## config.mk

```make
export PLATFORM = sky130hd
export DESIGN_NAME = dpfm_ctrl
export DESIGN_NICKNAME = d
export VERILOG_FILES = /design/src/rtl/core/dpfm_pkg.sv /design/src/rtl/core/dpfm_ctrl.sv
export SDC_FILE = /design/constraint.sdc
export NUM_CORES = 1
export LEC_CHECK = 0
export BUFFER_PORTS_ARGS = -buffer_cell sky130_fd_sc_hd__buf_2
export CAP_MARGIN = 5
export CORE_AREA = 3 3 40 42
export CTS_BUF_LIST = sky130_fd_sc_hd__clkbuf_16
export DETAILED_ROUTE_END_ITERATION = 12
export DIE_AREA = 0 0 43 45
export PLACE_DENSITY = 0.72
export SYNTH_ARGS = -nofsm -noshare
export SYNTH_HDL_FRONTEND = slang
export SYNTH_SLANG_ARGS = --single-unit
```

## constraint.sdc

```tcl
create_clock -name i_clk -period 3 [get_ports i_clk]
set_input_delay 0.45 -clock i_clk [delete_from_list [all_inputs] [get_ports i_clk]]
set_output_delay 0.45 -clock i_clk [all_outputs]
set_load 0.05 [all_outputs]
```

## src/rtl/core/dpfm_pkg.sv

```systemverilog
// ---------------------------------------------------------------------------
// dpfm_pkg
// Shared types and constants of the demand paging FIFO MMU.
// ---------------------------------------------------------------------------
package dpfm_pkg;

    localparam int PageBytesDef = 8;
    localparam int FramesDef    = 8;
    localparam int PagesDef     = 32;
    localparam int SwapSlotsDef = 32;

    localparam logic [7:0] FILL_BYTE = 8'h30;

    localparam logic [5:0] TEXT_RESET = 6'd2;
    localparam logic [5:0] DATA_RESET = 6'd2;
    localparam logic [5:0] HEAP_RESET = 6'd4;

    localparam logic [1:0] REG_TEXT = 2'd0;
    localparam logic [1:0] REG_DATA = 2'd1;
    localparam logic [1:0] REG_HEAP = 2'd2;

    localparam logic [1:0] KIND_LOAD    = 2'd0;
    localparam logic [1:0] KIND_STORE   = 2'd1;
    localparam logic [1:0] KIND_PRELOAD = 2'd2;
    localparam logic [1:0] KIND_UNUSED  = 2'd3;

    localparam logic [1:0] ST_OK       = 2'd0;
    localparam logic [1:0] ST_LIMIT    = 2'd1;
    localparam logic [1:0] ST_TEXT     = 2'd2;
    localparam logic [1:0] ST_SWAPFULL = 2'd3;

    // source of a page being brought into a frame
    typedef enum logic [1:0] {
        SRC_IMAGE = 2'd0,
        SRC_SWAP  = 2'd1,
        SRC_FILL  = 2'd2
    } t_src;

    typedef enum logic [3:0] {
        S_IDLE,
        S_DECODE,
        S_SCAN,
        S_EVICT_RD,
        S_EVICT_WR,
        S_LOAD_RD,
        S_LOAD_WR,
        S_COMMIT,
        S_ACCESS_RD,
        S_ACCESS_WR,
        S_DONE
    } t_state;

    // controller -> datapath
    typedef struct packed {
        logic latch;      // capture input transaction
        logic decode;     // register lookup results
        logic scan_clr;   // restart swap slot scan
        logic scan_step;  // examine next swap slot
        logic ev_rd;      // read frame byte for eviction
        logic ev_wr;      // write swap byte
        logic ev_done;    // finish eviction bookkeeping
        logic ld_rd;      // read source byte
        logic ld_wr;      // write frame byte
        logic commit;     // finish page-in bookkeeping
        logic acc_rd;     // read accessed byte
        logic acc_wr;     // store byte, capture result
        logic cnt_clr;    // reset byte counter
        logic cnt_inc;    // advance byte counter
        logic set_status; // load result with fixed status
        logic [1:0] status;
        logic out_load;   // present the result
    } t_cmd;

    // datapath -> controller
    typedef struct packed {
        logic [1:0] kind;
        logic       beyond;
        logic       text_store;
        logic       resident;
        logic       wrapped;
        logic       victim_dirty;
        logic       scan_found;
        logic       scan_end;
        logic       cnt_last;
    } t_sts;

endpackage

```

## src/rtl/core/dpfm_ctrl.sv

```systemverilog
// ---------------------------------------------------------------------------
// dpfm_ctrl
// Sequencer of the paging MMU: decode, evict, page in, access.
// ---------------------------------------------------------------------------
module dpfm_ctrl (
    input  logic            i_clk,
    input  logic            i_rst_n,
    input  logic            i_in_valid,
    output logic            o_in_stall,
    input  logic            i_out_busy,
    input  dpfm_pkg::t_sts  i_sts,
    output dpfm_pkg::t_cmd  o_cmd
);

    dpfm_pkg::t_state r_state, n_state;

    always_ff @(posedge i_clk) begin
        if (!i_rst_n) begin
            r_state <= dpfm_pkg::S_IDLE;
        end else begin
            r_state <= n_state;
        end
    end

    always_comb begin
        n_state    = r_state;
        o_cmd      = '0;
        o_in_stall = 1'b1;
        case (r_state)
            dpfm_pkg::S_IDLE: begin
                o_in_stall = 1'b0;
                if (i_in_valid) begin
                    o_cmd.latch = 1'b1;
                    n_state     = dpfm_pkg::S_DECODE;
                end
            end
            dpfm_pkg::S_DECODE: begin
                o_cmd.decode  = 1'b1;
                o_cmd.cnt_clr = 1'b1;
                n_state       = dpfm_pkg::S_DONE;
                if (i_sts.kind == dpfm_pkg::KIND_PRELOAD) begin
                    o_cmd.acc_wr = 1'b1;
                end else if (i_sts.kind == dpfm_pkg::KIND_LOAD ||
                             i_sts.kind == dpfm_pkg::KIND_STORE) begin
                    if (i_sts.beyond) begin
                        o_cmd.set_status = 1'b1;
                        o_cmd.status     = dpfm_pkg::ST_LIMIT;
                    end else if (i_sts.text_store) begin
                        o_cmd.set_status = 1'b1;
                        o_cmd.status     = dpfm_pkg::ST_TEXT;
                    end else if (i_sts.resident) begin
                        n_state = dpfm_pkg::S_ACCESS_RD;
                    end else if (i_sts.wrapped && i_sts.victim_dirty) begin
                        o_cmd.scan_clr = 1'b1;
                        n_state        = dpfm_pkg::S_SCAN;
                    end else begin
                        n_state = dpfm_pkg::S_LOAD_RD;
                    end
                end else begin
                    o_cmd.set_status = 1'b1;
                    o_cmd.status     = dpfm_pkg::ST_OK;
                end
            end
            dpfm_pkg::S_SCAN: begin
                if (i_sts.scan_found) begin
                    n_state = dpfm_pkg::S_EVICT_RD;
                end else if (i_sts.scan_end) begin
                    o_cmd.set_status = 1'b1;
                    o_cmd.status     = dpfm_pkg::ST_SWAPFULL;
                    n_state          = dpfm_pkg::S_DONE;
                end else begin
                    o_cmd.scan_step = 1'b1;
                end
            end
            dpfm_pkg::S_EVICT_RD: begin
                o_cmd.ev_rd = 1'b1;
                n_state     = dpfm_pkg::S_EVICT_WR;
            end
            dpfm_pkg::S_EVICT_WR: begin
                o_cmd.ev_wr = 1'b1;
                if (i_sts.cnt_last) begin
                    o_cmd.ev_done = 1'b1;
                    o_cmd.cnt_clr = 1'b1;
                    n_state       = dpfm_pkg::S_LOAD_RD;
                end else begin
                    o_cmd.cnt_inc = 1'b1;
                    n_state       = dpfm_pkg::S_EVICT_RD;
                end
            end
            dpfm_pkg::S_LOAD_RD: begin
                o_cmd.ld_rd = 1'b1;
                n_state     = dpfm_pkg::S_LOAD_WR;
            end
            dpfm_pkg::S_LOAD_WR: begin
                o_cmd.ld_wr = 1'b1;
                if (i_sts.cnt_last) begin
                    n_state = dpfm_pkg::S_COMMIT;
                end else begin
                    o_cmd.cnt_inc = 1'b1;
                    n_state       = dpfm_pkg::S_LOAD_RD;
                end
            end
            dpfm_pkg::S_COMMIT: begin
                o_cmd.commit = 1'b1;
                n_state      = dpfm_pkg::S_ACCESS_RD;
            end
            dpfm_pkg::S_ACCESS_RD: begin
                o_cmd.acc_rd = 1'b1;
                n_state      = dpfm_pkg::S_ACCESS_WR;
            end
            dpfm_pkg::S_ACCESS_WR: begin
                o_cmd.acc_wr = 1'b1;
                n_state      = dpfm_pkg::S_DONE;
            end
            dpfm_pkg::S_DONE: begin
                // hold until the output register is free
                if (!i_out_busy) begin
                    o_cmd.out_load = 1'b1;
                    n_state        = dpfm_pkg::S_IDLE;
                end
            end
            default: begin
                n_state = dpfm_pkg::S_IDLE;
            end
        endcase
    end

endmodule

```

# --- Word-level counts from Yosys, hierarchy flattened ---
# Cells that the tools add are included.
totals:
  regBits: 4
  out_inout_bits: 19
  elab_cells: 69
classes:
  n_eq_ne: 15
  muxes: 47
  reduce_logical: 6
ops:
  columns: ["cell", "count"]
  rows:
  - ["case mux 4 bit (11 select lines)", 1]
  - ["two-way mux 4 bit", 9]
  - ["two-way mux 3 bit", 8]
  - ["two-way mux 1 bit", 23]
  - ["== test 4 x 3 -> 1 bit (second input constant)", 4]
  - ["== test 4 bit (second input constant)", 3]
  - ["== test 4 x 2 -> 1 bit (second input constant)", 2]
  - ["two-way mux 2 bit", 3]
  - ["case mux 3 bit (2 select lines)", 1]
  - ["== test 4 x 1 -> 1 bit (second input constant)", 1]
  - ["zero test 4 bit", 1]
  - ["!= test 2 bit (second input constant)", 2]
  - ["case mux 1 bit (2 select lines)", 2]
  - ["!= test 3 bit (second input constant)", 1]
  - ["AND reduction 3 bit", 1]
  - ["== test 2 x 1 -> 1 bit (second input constant)", 1]
  - ["== test 2 bit (second input constant)", 1]
  - ["zero test 2 bit", 1]
  - ["OR reduction 2 bit", 1]
  - ["logical AND 1 bit", 1]
  - ["logical OR 1 bit", 1]

# --- Longest topological paths before layout ---
# Gate-level depths: netlist of the first run.
logic_depth:
  ltp_word: 8
  ltp_mapped: 5

# --- Least setup slack after synthesis of the first run ---
# Ideal clock, no wire load.
synth_timing:
  path_kind: "flip-flop to output port"
  start: "register r_state[3]"
  end: "output o_cmd[5] (netlist name)"
  arrival_time_ns: 2.644
  required_ns: 2.550
  setup_slack_ns: -0.094
  path_stages_with_launch: 5
  path_buffers: 0
  path_cell_list: "dfxtp_1 nand2b_1 nor3_1 and2_1 or2_1"
synth_rtl:
  columns: ["item", "line_no", "text"]
  rows:
  - ["from (decl)", "dpfm_ctrl.sv:15", "dpfm_pkg::t_state r_state, n_state;"]
  - ["from (signal assigned)", "dpfm_ctrl.sv:19", "r_state <= dpfm_pkg::S_IDLE;"]
  - ["from (signal assigned)", "dpfm_ctrl.sv:21", "r_state <= n_state;"]
  - ["to (decl)", "dpfm_ctrl.sv:12", "output dpfm_pkg::t_cmd o_cmd"]

==> results of run 1 <==
[critical path, cell delays in order (launching register included)]
cell and delay, ns:
dfxtp_1 0.57, nand2b_1 0.22, nor4_1 0.30, nor2b_1 0.23, buf_2 0.29
[synthesized netlist by cell type]
library cell,instances,area (sq um)
o22ai_1,1,6.260
a21oi_2,1,8.760
o22a_1,1,8.760
inv_1,1,3.750
and2_1,1,6.260
or4b_4,1,13.76
o31ai_1,2,15.01
a21boi_2,1,11.26
nand3b_1,1,7.510
inv_2,1,3.750
o21a_1,1,7.510
nor4_1,2,12.51
and3_1,1,6.260
clkbuf_1,1,3.750
o211ai_1,1,7.510
a21boi_1,1,7.510
o32a_1,1,10.01
buf_2,3,15.01
nor2b_1,4,25.02
nor3_1,7,35.03
dfxtp_1,4,80.08
nand2b_1,6,37.54
o32ai_1,1,8.760
nand2b_4,1,13.76
o21ai_0,4,20.02
nand3_1,1,5.000
nand2_1,7,26.28
nor2_1,12,45.04
a221oi_1,1,8.760
o221ai_1,1,8.760
or2_1,1,6.260
or2b_1,1,7.510
[area by class of cell]
cell class / count / area (sq um)
sequential: 4 / 80.08
inverter: 2 / 7.507
timing repair buffer: 32 / 160.2
tap: 15 / 18.77
multi-input combinational: 63 / 381.6
clock buffer: 3 / 75.07
fill: 118 / 561.8
[worst min-delay path by stage]
stage	start	to	slack, ns	cells past startpoint
after floorplan	r_state[0]	r_state[1]	0.59	4
after global placement	r_state[3]	r_state[3]	0.65	2
after detailed placement	r_state[3]	r_state[3]	0.66	2
after CTS	i_rst_n	r_state[2]	0.51	2
after global routing	i_rst_n	r_state[1]	0.52	2
final	i_rst_n	r_state[2]	0.51	2
[metal layers]
metal	vias up	part of all wire (%)
met5	-	0
li1	328	-
met4	0	0
met1	292	43
met3	0	7.0
met2	25	50
[power breakdown]
part | leakage [nW] | internal [mW] | total [mW] | switching, mW
clock | 0.0370 | 0.170 | 0.208 | 0.0375
combinational | 0.286 | 0.146 | 0.498 | 0.353
sequential | 0.0329 | 0.0732 | 0.134 | 0.0609
[kinds of logic after synthesis]
group	count (synthesis)
AOI/OAI and AO/OA	17
and+or+nand+nor	46
buffers and inverters	6
DFF	4
==> results.sh, run 1 <==
export IMPL_outcome="finished, final reports clean"
export IMPL_die_y_um=45
export IMPL_via_count=645
export IMPL_layout_commonest_cell="buf_2"
export IMPL_arrival_ns=1.84
export IMPL_finalNonFillerCells=119
export IMPL_post_place_ws_ns=0.9820
export IMPL_setup_violations_final=0
export IMPL_endpoint="o_cmd[14]"
export IMPL_vias_per_cell=5.420
export IMPL_wl_um=1482
export IMPL_reg2reg_to="r_state[0]"
export IMPL_crit_type="reg -> out"
export IMPL_grt_setup_unrepaired="no"
export IMPL_final_cell_mix="buf_2, nor2_1, nand2_1, nand2b_1, nor3_1"
export IMPL_cts_buffers_inserted=3
export IMPL_cts_resized_gates=0
export IMPL_drive_gt1_share_pct=39.42
export IMPL_synth_mux_area_share_pct=0
export IMPL_hold_path_class="in -> reg"
export IMPL_drt_first_pass_iters=4
export IMPL_synth_top_family_by_area="simple AND/OR/NAND/NOR gates"
export IMPL_die_area_sq_um=1935
export IMPL_final_area_sq_um=723.2
export IMPL_leakagePower_nw=0.3560
export IMPL_clockRootBuffer="clkbuf_16"
export IMPL_use_met1_pct=18.31
export IMPL_grt_max_degree=15
export IMPL_finalPower_mw=0.8402
export IMPL_r2r_cells=4
export IMPL_relSlewSlack_pct=71.50
export IMPL_path_clk_slew_ns=0.03
export IMPL_hold_slack_ns=0.5148
export IMPL_antennaDiodeCount=0
export IMPL_yosysWarnings=0
export IMPL_place_hpwl_um=1163
export IMPL_utilization_pct=56.28
export IMPL_grt_use_met3_pct=6.773
export IMPL_ys_types=32
export IMPL_antenna_found_initial=0
export IMPL_biggestRegsByFlops="r_state (4)"
export IMPL_grt_ovfl_total=0
export IMPL_clock_skew_ns=0.0009672
export IMPL_ios=33
export IMPL_cp_max_fo=13
export IMPL_cts_hold_buf=0
export IMPL_dpl_cell_area_sq_um=648.1
export IMPL_synth_seq_cells=4
export IMPL_grt_pass1_vias=592
export IMPL_cp_required_ns=2.55
export IMPL_synth_cell_area_sq_um=483.0
export IMPL_clkSinkCount=4
export IMPL_reg2reg_slack_ns=1.35
export IMPL_max_freq_mhz=436.6
export IMPL_post_route_min_period_ns=2.290
export IMPL_fin_crit_sh_pct=76.34
export IMPL_netlist_instances=73
export IMPL_fin_ws_ns=0.7098
export IMPL_power_density_nw_per_um2=1162
export IMPL_grt_pass1_wl_um=2408
export IMPL_met2_usage_pct=28.74
export IMPL_worstSkewPairLatency_ns=0.22
export IMPL_cts_tree="done"
export IMPL_max_cap_viol_count=0
export IMPL_synth_seq_area_share_pct=16.58
export IMPL_worstSetupStartpoint="r_state[1]"
export IMPL_die_w_um=43
export IMPL_largest_register="r_state"
export IMPL_gp_congestion=0.7917
export IMPL_antenna_left=0
export IMPL_finalSetupTns_ns=0
export IMPL_rows=13
export IMPL_start_util_pct=37.59
export IMPL_largest_reg_flops=4
export IMPL_placedCellCount=116
export IMPL_yosys_area_share_xor_xnor_pct=0
export IMPL_fin_nets=120
export IMPL_grt_usage_pct=16.49
export IMPL_busiest_layer="met2"
export IMPL_worstSetupStartpointType="flop"
export IMPL_ir_drop_v=0.0006261
export IMPL_drt_iter0_drc=16
export IMPL_syn_to_final_growth_pct=49.74
export IMPL_core_area_sq_um=1285
export IMPL_wl_per_cell_um=12.45
export IMPL_reg2reg_from="r_state[0]"
export IMPL_synthAdderAreaFrac_pct=0
export IMPL_synth_nets=87
export IMPL_portBuffers=32
export IMPL_timing_final_hold_violations=0
export IMPL_synth_compound_area_share_pct=26.68
export IMPL_endpoint_kind="output port"
export IMPL_drcViolationCount=0
export IMPL_report_final_slew_viol_count=0
export IMPL_avgSynthCellArea_sq_um=6.616
export IMPL_worst_slew_pin_slew_ns=0.4269
export IMPL_ctsHtreeMaxLevel=1
export IMPL_synthSimpleGateAreaFrac_pct=51.30
export IMPL_clockBufferDepth=2
export IMPL_post_cts_buffers=0
Power figures use the tool's default switching activity.
==> run 2, diff against run 1 <==
--- a/config.mk
+++ b/config.mk
@@ -7,10 +7,10 @@
 export LEC_CHECK = 0
 export BUFFER_PORTS_ARGS = -buffer_cell sky130_fd_sc_hd__buf_2
 export CAP_MARGIN = 5
-export CORE_AREA = 3 3 40 42
+export CORE_MARGIN = 3
+export CORE_UTILIZATION = 35
 export CTS_BUF_LIST = sky130_fd_sc_hd__clkbuf_16
 export DETAILED_ROUTE_END_ITERATION = 12
-export DIE_AREA = 0 0 43 45
 export PLACE_DENSITY = 0.72
 export SYNTH_ARGS = -nofsm -noshare
 export SYNTH_HDL_FRONTEND = slang
==> constraint.sdc (replaced) <==
create_clock -name i_clk -period 2 [get_ports i_clk]
set_input_delay 0.3 -clock i_clk [delete_from_list [all_inputs] [get_ports i_clk]]
set_output_delay 0.3 -clock i_clk [all_outputs]
set_load 0.05 [all_outputs]
==> results.sh, run 2 (synthesis gave the netlist of run 1 again) <==
export IMPL_worstSetupStartpoint="r_state[2]"
export IMPL_relSlewSlack_pct=75.64
export IMPL_worst_slew_pin_slew_ns=0.3650
export IMPL_fin_crit_sh_pct=93.71
export IMPL_antenna_found_initial=0
export IMPL_gp_congestion=0.8849
export IMPL_largest_register="r_state"
export IMPL_wl_per_cell_um=12.82
export IMPL_rows=12
export IMPL_grt_pass1_vias=559
export IMPL_biggestRegsByFlops="r_state (4)"
export IMPL_drt_iter0_drc=13
export IMPL_r2r_cells=4
export IMPL_ir_drop_v=0.0009929
export IMPL_ctsHtreeMaxLevel=1
export IMPL_syn_to_final_growth_pct=62.95
export IMPL_clock_skew_ns=0.001513
export IMPL_power_density_nw_per_um2=1702
export IMPL_drcViolationCount=0
export IMPL_report_final_slew_viol_count=0
export IMPL_setup_violations_final=0
export IMPL_clockRootBuffer="clkbuf_16"
export IMPL_leakagePower_nw=0.3775
export IMPL_path_clk_slew_ns=0.03
export IMPL_p_clk_share_pct=23.1
export IMPL_antenna_left=0
export IMPL_wl_um=1564
export IMPL_reg2reg_to="r_state[0]"
export IMPL_power_share_switching_pct=52.69
export IMPL_outcome="finished, final reports clean"
export IMPL_hold_slack_ns=0.3673
export IMPL_endpoint="o_cmd[5]"
export IMPL_post_route_min_period_ns=1.874
export IMPL_die_w_um=43.15
export IMPL_place_hpwl_um=1243
export IMPL_fin_ws_ns=0.1258
export IMPL_reg2reg_slack_ns=0.39
export IMPL_vias_per_cell=5.254
export IMPL_grt_pass1_wl_um=2352
export IMPL_utilization_pct=65.52
export IMPL_portBuffers=32
export IMPL_max_freq_mhz=533.5
export IMPL_antennaDiodeCount=0
export IMPL_grt_ovfl_total=0
export IMPL_worstSetupStartpointType="flop"
export IMPL_num_fill_cells=116
export IMPL_multiInputGateArea_sq_um=409.1
export IMPL_timing_final_hold_violations=0
export IMPL_hold_path_class="in -> reg"
export IMPL_layout_commonest_cell="buf_2"
export IMPL_clkSinkCount=4
export IMPL_post_cts_buffers=0
export IMPL_switching_power_mw=0.7056
export IMPL_clockBufferDepth=2
export IMPL_core_area_sq_um=1201
export IMPL_cts_buffers_inserted=3
export IMPL_register_area_sq_um=80.08
export IMPL_cts_tree="done"
export IMPL_cp_required_ns=1.70
export IMPL_combinationalPowerShare_pct=65.9
export IMPL_die_area_sq_um=1861
export IMPL_post_place_ws_ns=0.3568
export IMPL_placedCellCount=119
export IMPL_via_count=641
export IMPL_final_cell_mix="buf_2, nor2_1, nand2_1, nand2b_1"
export IMPL_largest_reg_flops=4
export IMPL_die_y_um=43.15
export IMPL_hold_start="i_rst_n"
export IMPL_p_seq_share_pct=11.0
export IMPL_drt_first_pass_iters=4
export IMPL_arrival_ns=1.57
export IMPL_fin_nets=124
export IMPL_crit_type="reg -> out"
export IMPL_start_util_pct=40.21
export IMPL_reg2reg_from="r_state[2]"
export IMPL_ios=33
export IMPL_max_cap_viol_count=0
export IMPL_finalNonFillerCells=122
export IMPL_drive_gt1_share_pct=46.30
export IMPL_endpoint_kind="output port"
export IMPL_grt_usage_pct=15.97
export IMPL_p_int_mw=0.6336
export IMPL_cp_max_fo=12
export IMPL_grt_max_degree=13
export IMPL_finalPower_mw=1.339
export IMPL_worstSkewPairLatency_ns=0.22
export IMPL_grt_setup_unrepaired="no"
run 2: layout make-up:
class	count	share of cell area [%]
Clock buffer	3	9.539
Sequential cell	4	10.17
Multi-Input combinational cell	63	51.99
Inverter	2	0.9539
Tap cell	14	2.226
Timing Repair Buffer	36	25.12
run 2: power groups by stage:
stage                     registers [mW]  clock network (mW)  logic [mW]
after global placement             0.148                   0       0.870
after global routing               0.152               0.320       0.941
after detailed placement           0.147                   0       0.870
final                              0.147               0.310       0.883
after CTS                          0.146               0.315       0.875
after floorplan                    0.127                   0       0.698
run 2: how the worst min path moves through the flow:
stage	slack [ns]	depth (start not counted)	to
after floorplan	0.45	1	r_state[2]
after global placement	0.57	2	r_state[3]
after detailed placement	0.56	2	r_state[3]
after CTS	0.37	2	r_state[2]
after global routing	0.38	2	r_state[1]
final	0.37	2	r_state[2]
run 2: per-layer routing:
metal  vias up  GRT usage [%]  wire [um]
li1        331              -          -
met1       288          20.69        744
met2        20          25.07        728
met3         2          2.542         71
met4         0          7.831         20
met5         -              0          0
run 2: repair_timing:
action | 4_1_cts | 5_1_grt
endpoints found under the setup margin | 0 | 3
endpoints found under the hold margin | 0 | 0
hold buffers | 0 | 0
resized for setup | 0 | 3
run 2: metrics by stage:
step           instance area (sq um)  TNS [ns]
6_report                       787.0         0
3_5_place_dp                   704.4         0
4_1_cts                        779.5         0
5_1_grt                        787.0         0
3_3_place_gp                   704.4         0
2_1_floorplan                  515.5   -0.1501
run 2: critical path, cell delays in order, from the launching register on:
cell and delay, ns:
dfxtp_1 0.53, nand2b_1 0.18, nor3_4 0.14, and2_2 0.16
or2_1 0.08, buf_2 0.25
